### config.mk
export PLATFORM = sky130hd
export DESIGN_NAME = pwm_period_duty_capture
export DESIGN_NICKNAME = d
export VERILOG_FILES = /design/src/rtl/ppdc_pkg.sv /design/src/rtl/ppdc_div.sv /design/src/rtl/ppdc_datapath.sv /design/src/rtl/ppdc_ctrl.sv /design/src/rtl/pwm_period_duty_capture.sv
export SDC_FILE = /design/constraint.sdc
export NUM_CORES = 2
export LEC_CHECK = 0
export BUFFER_PORTS_ARGS = -buffer_cell sky130_fd_sc_hd__buf_4
export CORE_MARGIN = 2
export CORE_UTILIZATION = 62
export CTS_CLUSTER_DIAMETER = 50
export DETAILED_ROUTE_END_ITERATION = 8
export GPL_ROUTABILITY_DRIVEN = 0
export PLACE_DENSITY_LB_ADDON = 0.15
export SYNTH_ARGS = -nofsm -noshare
export SYNTH_HDL_FRONTEND = slang
export SYNTH_SLANG_ARGS = --single-unit
### constraint.sdc
create_clock -name i_clk -period 54.6 [get_ports i_clk]
set_clock_uncertainty 0.2 [all_clocks]
set_input_delay 2.73 -clock i_clk [delete_from_list [all_inputs] [get_ports i_clk]]
set_output_delay 2.73 -clock i_clk [all_outputs]
set_load 0.005 [all_outputs]
### src/rtl/ppdc_pkg.sv
// package: payload types, action codes and widths for the pwm capture block
`timescale 1ns / 1ps
package ppdc_pkg;
    localparam int CAPTURE_BITS = 16;
    localparam int STAMP_BITS   = 32 + CAPTURE_BITS;
    localparam int CFG_BITS     = 28;
    localparam int CFG_IDX_BITS = 3;

    typedef enum logic [2:0] {
        ACT_CAPTURE = 3'd0,
        ACT_WRAP    = 3'd1,
        ACT_OVERRUN = 3'd2,
        ACT_REPORT  = 3'd3,
        ACT_RESTART = 3'd4
    } t_action;

    localparam logic [2:0] CFG_CLOCK = 3'd0;
    localparam logic [2:0] CFG_FMIN  = 3'd1;
    localparam logic [2:0] CFG_FMAX  = 3'd2;
    localparam logic [2:0] CFG_TMO   = 3'd3;
    localparam logic [2:0] CFG_INV   = 3'd4;

    localparam logic [1:0] ST_SEARCH = 2'd0;
    localparam logic [1:0] ST_LOW    = 2'd1;
    localparam logic [1:0] ST_HIGH   = 2'd2;
    localparam logic [1:0] ST_OK     = 2'd3;

    typedef struct packed {
        logic [2:0]  action;
        logic [15:0] capture_value;
        logic        wrap_pending;
        logic        pin_level;
        logic [31:0] now_ms;
    } t_in;

    typedef struct packed {
        logic [1:0]  status;
        logic [31:0] frequency;
        logic [13:0] duty_hundredths;
        logic [31:0] period_cnt;
        logic [31:0] high_ticks;
        logic [31:0] age_ms;
        logic [31:0] overrun_count;
        logic        synced;
        logic        raw_pin;
    } t_out;

    // controller -> datapath
    typedef struct packed {
        logic load;      // register accepted beat
        logic edge_eval; // compute stamp/period/high
        logic div_start; // start divider
        logic div_sel;   // 0 frequency, 1 duty
        logic commit;    // apply state update of the beat
        logic meas_ok;   // measurement accepted
        logic rep_fill;  // write result register
    } t_cmd;

    // datapath -> controller
    typedef struct packed {
        logic div_done;
        logic need_meas; // rising edge with both edges known
        logic pre_ok;    // period/high checks without frequency
        logic freq_ok;   // last frequency quotient inside range
    } t_stat;
endpackage

### src/rtl/ppdc_div.sv
// iterative restoring divider, one quotient bit per cycle
`timescale 1ns / 1ps
module ppdc_div (
    input  logic        i_clk,
    input  logic        i_rst_n,
    input  logic        i_start,
    input  logic [63:0] i_num,
    input  logic [31:0] i_den,
    output logic        o_done,
    output logic [63:0] o_quo
);
    import ppdc_pkg::*;
    logic [63:0] r_quo;
    logic [32:0] r_rem;
    logic [6:0]  r_cnt;
    logic        r_busy;
    logic [32:0] w_trial;
    logic [32:0] w_diff;

    assign w_trial = {r_rem[31:0], r_quo[63]};
    assign w_diff  = w_trial - {1'b0, i_den};

    always_ff @(posedge i_clk) begin
        if (!i_rst_n) begin
            r_busy <= 1'b0;
            o_done <= 1'b0;
            r_cnt  <= '0;
        end else begin
            o_done <= 1'b0;
            if (i_start) begin
                r_busy <= 1'b1;
                r_quo  <= i_num;
                r_rem  <= '0;
                r_cnt  <= 7'd64;
            end else if (r_busy) begin
                if (!w_diff[32]) begin
                    r_rem <= w_diff;
                    r_quo <= {r_quo[62:0], 1'b1};
                end else begin
                    r_rem <= w_trial;
                    r_quo <= {r_quo[62:0], 1'b0};
                end
                r_cnt <= r_cnt - 7'd1;
                if (r_cnt == 7'd1) begin
                    r_busy <= 1'b0;
                    o_done <= 1'b1;
                end
            end
        end
    end
    assign o_quo = r_quo;
endmodule

### src/rtl/ppdc_datapath.sv
// datapath: configuration, edge state, measurement latch and report result
`timescale 1ns / 1ps
module ppdc_datapath (
    input  logic                  i_clk,
    input  logic                  i_rst_n,
    input  logic                  i_cfg_we,
    input  logic [2:0]            i_cfg_idx,
    input  logic [27:0]           i_cfg_data,
    input  ppdc_pkg::t_in         i_item,
    input  ppdc_pkg::t_cmd        i_cmd,
    output ppdc_pkg::t_stat       o_stat,
    output ppdc_pkg::t_out        o_res
);
    import ppdc_pkg::*;

    logic [27:0] r_clk_hz;
    logic [19:0] r_fmin, r_fmax, r_tmo;
    logic        r_inv;

    t_in         r_it;
    logic [31:0] r_wraps;
    logic        r_expf, r_rise, r_fall, r_mvalid, r_msync;
    logic [STAMP_BITS-1:0] r_rstamp, r_fstamp, r_ts;
    logic [31:0] r_overruns, r_lper, r_lhigh, r_ltime;
    // top bit is the borrow of the stamp difference
    logic [STAMP_BITS:0] r_per, r_high;
    logic [63:0] r_freq;
    logic        r_freq_ok;

    logic [31:0] w_wraps;
    logic [STAMP_BITS-1:0] w_ts;
    logic [31:0] w_age;
    logic [31:0] w_h;
    logic [63:0] w_num;
    logic [31:0] w_den;
    logic        w_done;
    logic [63:0] w_quo;
    logic [63:0] w_fmin_m, w_fmax_m;
    t_out        n_res;

    always_ff @(posedge i_clk) begin
        if (!i_rst_n) begin
            r_clk_hz <= 28'd1000000;
            r_fmin   <= 20'd1;
            r_fmax   <= 20'd5000;
            r_tmo    <= 20'd2500;
            r_inv    <= 1'b0;
        end else if (i_cfg_we) begin
            unique case (i_cfg_idx)
                CFG_CLOCK: r_clk_hz <= i_cfg_data;
                CFG_FMIN:  r_fmin   <= i_cfg_data[19:0];
                CFG_FMAX:  r_fmax   <= i_cfg_data[19:0];
                CFG_TMO:   r_tmo    <= i_cfg_data[19:0];
                CFG_INV:   r_inv    <= i_cfg_data[0];
                default: ;
            endcase
        end
    end

    // capture widened with the wrap count; a pending wrap counts below half range
    assign w_wraps = (r_it.wrap_pending && !r_it.capture_value[CAPTURE_BITS-1])
                     ? r_wraps + 32'd1 : r_wraps;
    assign w_ts  = {w_wraps, r_it.capture_value[CAPTURE_BITS-1:0]};
    assign w_age = (r_it.now_ms >= r_ltime) ? r_it.now_ms - r_ltime : 32'd0;
    assign w_h   = r_inv ? r_lper - r_lhigh : r_lhigh;

    assign w_num = i_cmd.div_sel
                 ? ({32'd0, w_h} * 64'd10000) + {33'd0, r_lper[31:1]}
                 : {36'd0, r_clk_hz} * 64'd1000;
    assign w_den = i_cmd.div_sel ? r_lper
                 : (r_it.action == ACT_REPORT ? r_lper : r_per[31:0]);

    ppdc_div u_div (
        .i_clk   (i_clk),
        .i_rst_n (i_rst_n),
        .i_start (i_cmd.div_start),
        .i_num   (w_num),
        .i_den   (w_den),
        .o_done  (w_done),
        .o_quo   (w_quo)
    );

    assign w_fmin_m = {44'd0, r_fmin} * 64'd1000;
    assign w_fmax_m = {44'd0, r_fmax} * 64'd1000;

    always_comb begin
        n_res = '0;
        n_res.age_ms        = w_age;
        n_res.overrun_count = r_overruns;
        n_res.raw_pin       = r_it.pin_level;
        if (w_age > {12'd0, r_tmo}) begin
            n_res.status = (r_it.pin_level != r_inv) ? ST_HIGH : ST_LOW;
        end else if (r_mvalid && r_msync) begin
            n_res.status     = ST_OK;
            n_res.synced     = 1'b1;
            n_res.period_cnt = r_lper;
            n_res.high_ticks = w_h;
            if (r_lper != 32'd0) begin
                n_res.frequency = (r_freq[63:32] != 32'd0)
                                  ? 32'hFFFF_FFFF : r_freq[31:0];
                n_res.duty_hundredths = (w_quo > 64'd10000)
                                        ? 14'd10000 : w_quo[13:0];
            end
        end
    end

    always_ff @(posedge i_clk) begin
        if (!i_rst_n) begin
            r_wraps <= '0; r_expf <= 1'b0; r_rise <= 1'b0; r_fall <= 1'b0;
            r_mvalid <= 1'b0; r_msync <= 1'b0; r_overruns <= '0; r_ltime <= '0;
        end else begin
            if (i_cmd.load) r_it <= i_item;
            if (i_cmd.edge_eval) begin
                r_ts   <= w_ts;
                r_per  <= {1'b0, w_ts} - {1'b0, r_rstamp};
                r_high <= {1'b0, w_ts} - {1'b0, r_fstamp};
            end
            // frequency quotient; the duty quotient is read directly at fill
            if (w_done && !i_cmd.rep_fill) begin
                r_freq    <= w_quo;
                r_freq_ok <= (w_quo >= w_fmin_m) && (w_quo <= w_fmax_m);
            end
            if (i_cmd.commit) begin
                case (r_it.action)
                    ACT_CAPTURE: begin
                        if (!r_expf) begin
                            if (r_rise && r_fall) begin
                                if (i_cmd.meas_ok) begin
                                    r_lper   <= r_per[31:0];
                                    r_lhigh  <= r_high[31:0];
                                    r_ltime  <= r_it.now_ms;
                                    r_mvalid <= 1'b1;
                                    r_msync  <= 1'b1;
                                end else begin
                                    r_msync <= 1'b0;
                                end
                            end
                            r_rstamp <= r_ts;
                            r_rise   <= 1'b1;
                            r_expf   <= 1'b1;
                        end else begin
                            r_fstamp <= r_ts;
                            r_fall   <= 1'b1;
                            r_expf   <= 1'b0;
                        end
                    end
                    ACT_WRAP: r_wraps <= r_wraps + 32'd1;
                    ACT_OVERRUN: begin
                        r_overruns <= r_overruns + 32'd1;
                        r_rise <= 1'b0; r_fall <= 1'b0; r_msync <= 1'b0;
                        r_expf <= r_it.pin_level;
                    end
                    ACT_RESTART: begin
                        r_wraps <= '0; r_rise <= 1'b0; r_fall <= 1'b0;
                        r_overruns <= '0; r_mvalid <= 1'b0; r_msync <= 1'b0;
                        r_expf <= r_it.pin_level;
                    end
                    default: ;
                endcase
            end
            if (i_cmd.rep_fill) o_res <= n_res;
        end
    end

    assign o_stat.div_done  = w_done;
    assign o_stat.need_meas = (r_it.action == ACT_CAPTURE) && !r_expf && r_rise && r_fall;
    assign o_stat.pre_ok    = (r_per != '0) && (r_per[STAMP_BITS:32] == '0)
                              && (r_high <= r_per);
    assign o_stat.freq_ok   = r_freq_ok;
endmodule

### src/rtl/ppdc_ctrl.sv
// controller: evaluates each beat, divides if needed, commits or outputs
`timescale 1ns / 1ps
module ppdc_ctrl (
    input  logic              i_clk,
    input  logic              i_rst_n,
    input  logic              i_valid,
    output logic              o_ready,
    output logic              o_valid,
    input  logic              i_ready,
    input  logic [2:0]        i_action,
    input  ppdc_pkg::t_stat   i_stat,
    output ppdc_pkg::t_cmd    o_cmd
);
    import ppdc_pkg::*;
    typedef enum logic [2:0] {
        S_IDLE, S_EVAL, S_CHECK, S_FWAIT, S_COMMIT, S_RFREQ, S_RDUTY, S_OUT
    } t_state;
    t_state r_state;
    logic   r_ok;
    logic [2:0] r_act;

    assign o_ready = (r_state == S_IDLE);

    always_comb begin
        o_cmd = '0;
        o_cmd.load = o_ready && i_valid;
        unique case (r_state)
            S_EVAL:   o_cmd.edge_eval = 1'b1;
            S_CHECK:  o_cmd.div_start = i_stat.need_meas && i_stat.pre_ok;
            S_COMMIT: begin
                o_cmd.commit = 1'b1;
                o_cmd.meas_ok = r_ok && i_stat.freq_ok;
            end
            S_RDUTY:  begin
                o_cmd.div_sel = 1'b1;
                o_cmd.rep_fill = i_stat.div_done;
            end
            S_RFREQ:  o_cmd.div_start = 1'b0;
            default: ;
        endcase
        if (r_state == S_EVAL && r_act == ACT_REPORT) begin
            o_cmd.edge_eval = 1'b0;
            o_cmd.div_start = 1'b1;
        end
        if (r_state == S_RFREQ && i_stat.div_done) begin
            o_cmd.div_start = 1'b1;
            o_cmd.div_sel = 1'b1;
        end
    end

    always_ff @(posedge i_clk) begin
        if (!i_rst_n) begin
            r_state <= S_IDLE;
            o_valid <= 1'b0;
            r_ok    <= 1'b0;
        end else begin
            unique case (r_state)
                S_IDLE: if (i_valid) begin
                    r_act   <= i_action;
                    r_state <= S_EVAL;
                end
                S_EVAL: r_state <= (r_act == ACT_REPORT) ? S_RFREQ : S_CHECK;
                S_CHECK: begin
                    r_ok <= 1'b0;
                    if (i_stat.need_meas && i_stat.pre_ok) r_state <= S_FWAIT;
                    else r_state <= S_COMMIT;
                end
                S_FWAIT: if (i_stat.div_done) r_state <= S_COMMIT;
                S_COMMIT: begin
                    r_state <= S_IDLE;
                end
                S_RFREQ: if (i_stat.div_done) r_state <= S_RDUTY;
                S_RDUTY: if (i_stat.div_done) begin
                    o_valid <= 1'b1;
                    r_state <= S_OUT;
                end
                S_OUT: if (i_ready) begin
                    o_valid <= 1'b0;
                    r_state <= S_IDLE;
                end
                default: r_state <= S_IDLE;
            endcase
            if (r_state == S_FWAIT && i_stat.div_done) r_ok <= 1'b1;
        end
    end
endmodule

### src/rtl/pwm_period_duty_capture.sv
// top level: pwm period and duty capture block
// capture beats return to accept after commit, a checked period after a frequency division
// report beats run a frequency and then a duty division from accept to a valid result
// one beat in flight at a time; result held in an output register
// the shared divider produces one quotient bit per cycle
// reset (synchronous, active low) restores default registers and clears edge state
`timescale 1ns / 1ps
module pwm_period_duty_capture (
    input  logic            i_clk,
    input  logic            i_rst_n,
    input  logic            i_valid,
    output logic            o_ready,
    input  ppdc_pkg::t_in   i_data,
    output logic            o_valid,
    input  logic            i_ready,
    output ppdc_pkg::t_out  o_data,
    input  logic            i_cfg_we,
    input  logic [2:0]      i_cfg_idx,
    input  logic [27:0]     i_cfg_data
);
    import ppdc_pkg::*;
    t_cmd  w_cmd;
    t_stat w_stat;

    ppdc_ctrl u_ctrl (
        .i_clk(i_clk), .i_rst_n(i_rst_n), .i_valid(i_valid), .o_ready(o_ready),
        .o_valid(o_valid), .i_ready(i_ready), .i_action(i_data.action),
        .i_stat(w_stat), .o_cmd(w_cmd)
    );

    ppdc_datapath u_dp (
        .i_clk(i_clk), .i_rst_n(i_rst_n), .i_cfg_we(i_cfg_we),
        .i_cfg_idx(i_cfg_idx), .i_cfg_data(i_cfg_data), .i_item(i_data),
        .i_cmd(w_cmd), .o_stat(w_stat), .o_res(o_data)
    );
endmodule

==> impl_summary.md <==
Yosys
The synthesized area divided by synthesized cell count is 10.30 µm². Synthesis produced a netlist with a net count of 7252. sky130_fd_sc_hd__edfxtp_1 takes more of the synthesized area than any other cell. The share of synthesized area in the top cell type comes to 0.3311.

The most used flip-flop cell after synthesis is sky130_fd_sc_hd__edfxtp_1. The count of unique library cells instantiated by Yosys is 83. The register bit total from synthesis is 905.

By area the synthesized netlist is led by sky130_fd_sc_hd__edfxtp_1, sky130_fd_sc_hd__ha_1, sky130_fd_sc_hd__fa_1, sky130_fd_sc_hd__dfxtp_1, sky130_fd_sc_hd__inv_1. The number of warnings issued by yosys is 0. The share of synthesized cell area in full adder, half adder and majority cells is 0.2341.

The cell count after synthesis came out at 6172. Counting instances in the post-synthesis netlist gives the leading cell types as sky130_fd_sc_hd__edfxtp_1, sky130_fd_sc_hd__ha_1, sky130_fd_sc_hd__inv_1. Of the total synthesized cell area, the portion taken by XOR and XNOR cells is 0.04905. The complex-gate fraction of the synthesized area is 0.1360. Yosys instantiated no cell more often than sky130_fd_sc_hd__edfxtp_1.

The area of the mapped netlist is 63570 µm². After synthesis, the largest family of logic cells by area is adder cells. The multiplexer fraction of the synthesized cell area is 0.009999. The fraction of registers with async set/reset is 0. The number of synthesized flops with an enable pin is 701.

The share of synthesized cell area in and, or, nand and nor gates is 0.1311. The share of synthesized area occupied by flip-flops and latches is 0.3954.

Critical path
The worst register-to-register path begins at u_dp.r_lper[0]. The largest individual stage delay along the critical path comes from the cell sky130_fd_sc_hd__fa_1. The worst setup path is launched from a register.

The required time reported for the critical path endpoint is 54.85 ns. In this design, the stage delay of the slowest critical-path cell is 0.53 ns. In this run the worst path has a maximum fanout of 9. The source of the critical timing path is u_dp.r_lper[0]. The classification of the worst setup path is reg -> reg. STA puts the critical path data arrival time at 10.38 ns.

The capturing element type of the critical path is a register.

Die
The number of rows created at floorplan is 117. For this configuration, the core starts out at a cell density of 0.6248. The total area inside the core boundary comes to 101700 µm². The die outline area is 105100 µm². The die boundary width is 324.2 µm. The vertical extent of the die is 324.2 µm. The number of I/O pins is 269.

Global routing
The leftover overflow at the end of global routing is 0. The first global-routing pass estimated 250.5 mm of wire. Entering global routing, the biggest net connects 77 pins.

The number of global-route vias before repair is 45800. For this run, the total global-route usage over all layers was measured as 0.3052. The initial antenna violation count is 6.

CTS
TritonCTS created 107 clock buffers. In this run the post-CTS setup repair buffer count came out at 0. TritonCTS built the clock tree. The buffer type at the clock tree root is sky130_fd_sc_hd__clkbuf_16. Post-CTS repair changed the size of 0 cells. The number of sinks driven by the clock tree is 905.

Hold repair after CTS inserted 0 buffers. The maximum level of the CTS H-tree is 3. Clock-pin slew was measured on the worst setup and hold paths at 0.06 ns.

The later pin in the worst-skew pair is clocked with a latency of 0.73 ns. The clock passes through at most 3 buffers.

Pwr
The share of power burned in registers is 0.398. The internal power is 1.332 mW. The share of total power dissipated in the clock network is 0.367. VDD sags by at most 0.02803 mV. In this run the power density over the cells is 27.22 nW/µm². The static leakage is 30.59 nW.

The analysis attributes to net switching a power of 0.5870 mW. The fraction of power spent switching nets is 0.3058. The share of total power dissipated in combinational logic is 0.235.

Cells and area
The count of fill cells added during filler insertion is 7689. At the end of the flow the core is filled with cells to 0.6930. Of the cells placed in the final design, the portion with a size suffix greater than 1 is 0.08082. The post-synthesis to final-layout area growth is 10.92%. After routing the design area is 70510 µm².

In the final design database the tool counted 7495 nets.

Routing
After detailed routing, the number of remaining DRC violations is 0. The total detailed-routing wirelength is 159.8 mm. Using the TritonRoute via totals, the vias-per-cell ratio works out to 5.996. The overall via count from detail_route is 47240. The length of the first detailed-routing pass in iterations is 6. The detailed-route wire length per cell is 20.28 µm. The first routing iteration left 4100 violations. The number of routed nets with antenna violations is 0.

Timing
The final max-slew violation count is 0. After layout, the minimum clock period comes to 10.13 ns. The relative slew slack is 0.1349. The total negative setup slack is 0 ns. Dividing the final minimum period by the clock period gives 0.1855. At the pin with the least slew margin, the transition time is 1.284 ns. In the post-route analysis, the smallest setup slack over all paths is 44.47 ns.

The total count of hold-check failures in the final report came to 0. Setup violations remaining at the end of the flow were counted as 0. The maximum frequency from static timing analysis is 0.09873 GHz.

Setup repair after global routing left no endpoint under its margin. Hold is met by 0.2389 ns.

Placement
During placement, the flow inserted port buffers numbering 268. The worst setup timing slack at the placement stage is 44.66 ns. The wire-length estimate of the detail-placed layout is 122.7 mm.

The placed instance area is 66990 µm².

Outcome
The flow ran to the end, and the final reports show no timing, DRC or antenna violations.

Min path
The hold path startpoint is u_dp.r_ts[12]. The classification of the worst-slack hold path is reg -> reg.

Run
The count of max-cap constraint violations is 0.
## stage by stage
| step | total power [mW] | std cells |
|---|---|---|
| final | 1.919 | 7878 |
| after global routing | 2.005 | 7878 |
| after CTS | 1.921 | 7876 |
| after detailed placement | 1.219 | 7674 |
| after global placement | 1.208 | 7674 |
| after floorplan | 1.109 | 6172 |
## worst max-delay path, delay by kind of cell (launching register included)
family / cells / cell delay (ns)
muxes: 1 / 0.50
AOI/OAI and AO/OA: 12 / 2.42
buffers and inverters: 5 / 0.47
adders and majority gates: 9 / 3.51
xor gates and xnor gates: 2 / 0.31
DFF: 1 / 0.40
and+or+nand+nor: 9 / 2.02
## sequential cells by signal, summed over array words and instances (netlist names), 3 cells and up
register / flops
u_dp.r_lhigh: 32
u_dp.r_ts: 48
u_dp.r_tmo: 20
u_dp.r_per: 49
u_dp.r_rstamp: 48
u_dp.r_clk_hz: 28
u_dp.r_fstamp: 48
u_ctrl.r_act: 3
u_dp.r_freq: 64
u_dp.r_it: 52
u_dp.r_fmin: 20
u_dp.o_res: 178
u_dp.r_overruns: 32
u_ctrl.r_state: 3
u_dp.r_wraps: 32
u_dp.u_div.r_cnt: 7
u_dp.r_ltime: 32
u_dp.u_div.o_quo: 64
u_dp.r_high: 49
u_dp.u_div.r_rem: 32
u_dp.r_fmax: 20
u_dp.r_lper: 32
## cells in the final DEF, fill, tap and decap left out, types with 14 or more instances in the layout
master                        n
sky130_fd_sc_hd__ha_1       660
sky130_fd_sc_hd__inv_1      579
sky130_fd_sc_hd__clkinv_1    15
sky130_fd_sc_hd__a211oi_1    48
sky130_fd_sc_hd__or2_2       22
sky130_fd_sc_hd__xnor2_1    207
sky130_fd_sc_hd__nor4_1      57
sky130_fd_sc_hd__and2_1      77
sky130_fd_sc_hd__a21boi_0    97
sky130_fd_sc_hd__o31ai_1     19
sky130_fd_sc_hd__a21o_1     187
sky130_fd_sc_hd__o211ai_1    34
sky130_fd_sc_hd__fa_1       331
sky130_fd_sc_hd__dfxtp_1    203
sky130_fd_sc_hd__nand2_1    548
sky130_fd_sc_hd__a31oi_1     42
sky130_fd_sc_hd__a21oi_1    411
sky130_fd_sc_hd__buf_4      301
sky130_fd_sc_hd__o21ai_0    247
sky130_fd_sc_hd__clkbuf_16  107
sky130_fd_sc_hd__nand2b_1    63
sky130_fd_sc_hd__clkinv_2    14
sky130_fd_sc_hd__xor2_1     148
sky130_fd_sc_hd__mux2i_1     59
sky130_fd_sc_hd__nand4_1     76
sky130_fd_sc_hd__nor2_1     460
sky130_fd_sc_hd__o21bai_1    45
sky130_fd_sc_hd__nor2b_1     81
sky130_fd_sc_hd__nor3_1     105
sky130_fd_sc_hd__or3_1       31
sky130_fd_sc_hd__nand3_1    107
sky130_fd_sc_hd__o21a_1      79
sky130_fd_sc_hd__edfxtp_1   701
sky130_fd_sc_hd__clkbuf_1    20
sky130_fd_sc_hd__and3_1      49
## kinds of logic (layout without fill, tap and decap cells)
family | count (synthesis) | count (layout)
AND/OR/NAND/NOR | 1756 | 1756
other | 0 | 2
multiplexers | 63 | 63
flip-flops | 905 | 905
buffers and inverters | 748 | 1084
XOR/XNOR | 356 | 356
adder cells (fa/ha/maj) | 991 | 991
AO/OA/AOI/OAI | 1353 | 1353
## metal layers
metal / global-route usage / vias up / part of all wire
met5: 0 / - / 0.00017
met4: 0.1045 / 4 / 0.033
met3: 0.04607 / 282 / 0.078
met2: 0.4787 / 1703 / 0.45
met1: 0.4352 / 22860 / 0.44
li1: - / 22390 / -
## cell type report
cell class	count	area, µm²	share of cell area
antenna	2	5.005	0.00007098
clock buffer	130	2794	0.03963
clock inverter	72	723.2	0.01026
inverter	581	2181	0.03093
multi-input combinational	4519	35700	0.5063
sequential	905	25140	0.3565
tap	1368	1712	0.02428
timing repair buffer	301	2260	0.03205
## path summary, 6_finish.rpt
path                          endpoint  slack (ns)  cells after the start
setup / recovery  u_dp.u_div.o_quo[44]       44.47                     38
hold / removal       u_dp.r_fstamp[12]        0.24                      0
setup reg to reg  u_dp.u_div.o_quo[44]       44.47                     38
hold reg to reg      u_dp.r_fstamp[12]        0.24                      0
## power groups by stage
| stage | combinational, mW | sequential, mW | clock [mW] |
|---|---|---|---|
| global route | 0.502 | 0.765 | 0.738 |
| finish | 0.452 | 0.764 | 0.704 |
| global placement | 0.430 | 0.777 | 0 |
| detailed placement | 0.442 | 0.778 | 0 |
| CTS | 0.446 | 0.763 | 0.712 |
| floorplan | 0.334 | 0.775 | 0 |
(Power assumes the default switching activity.)
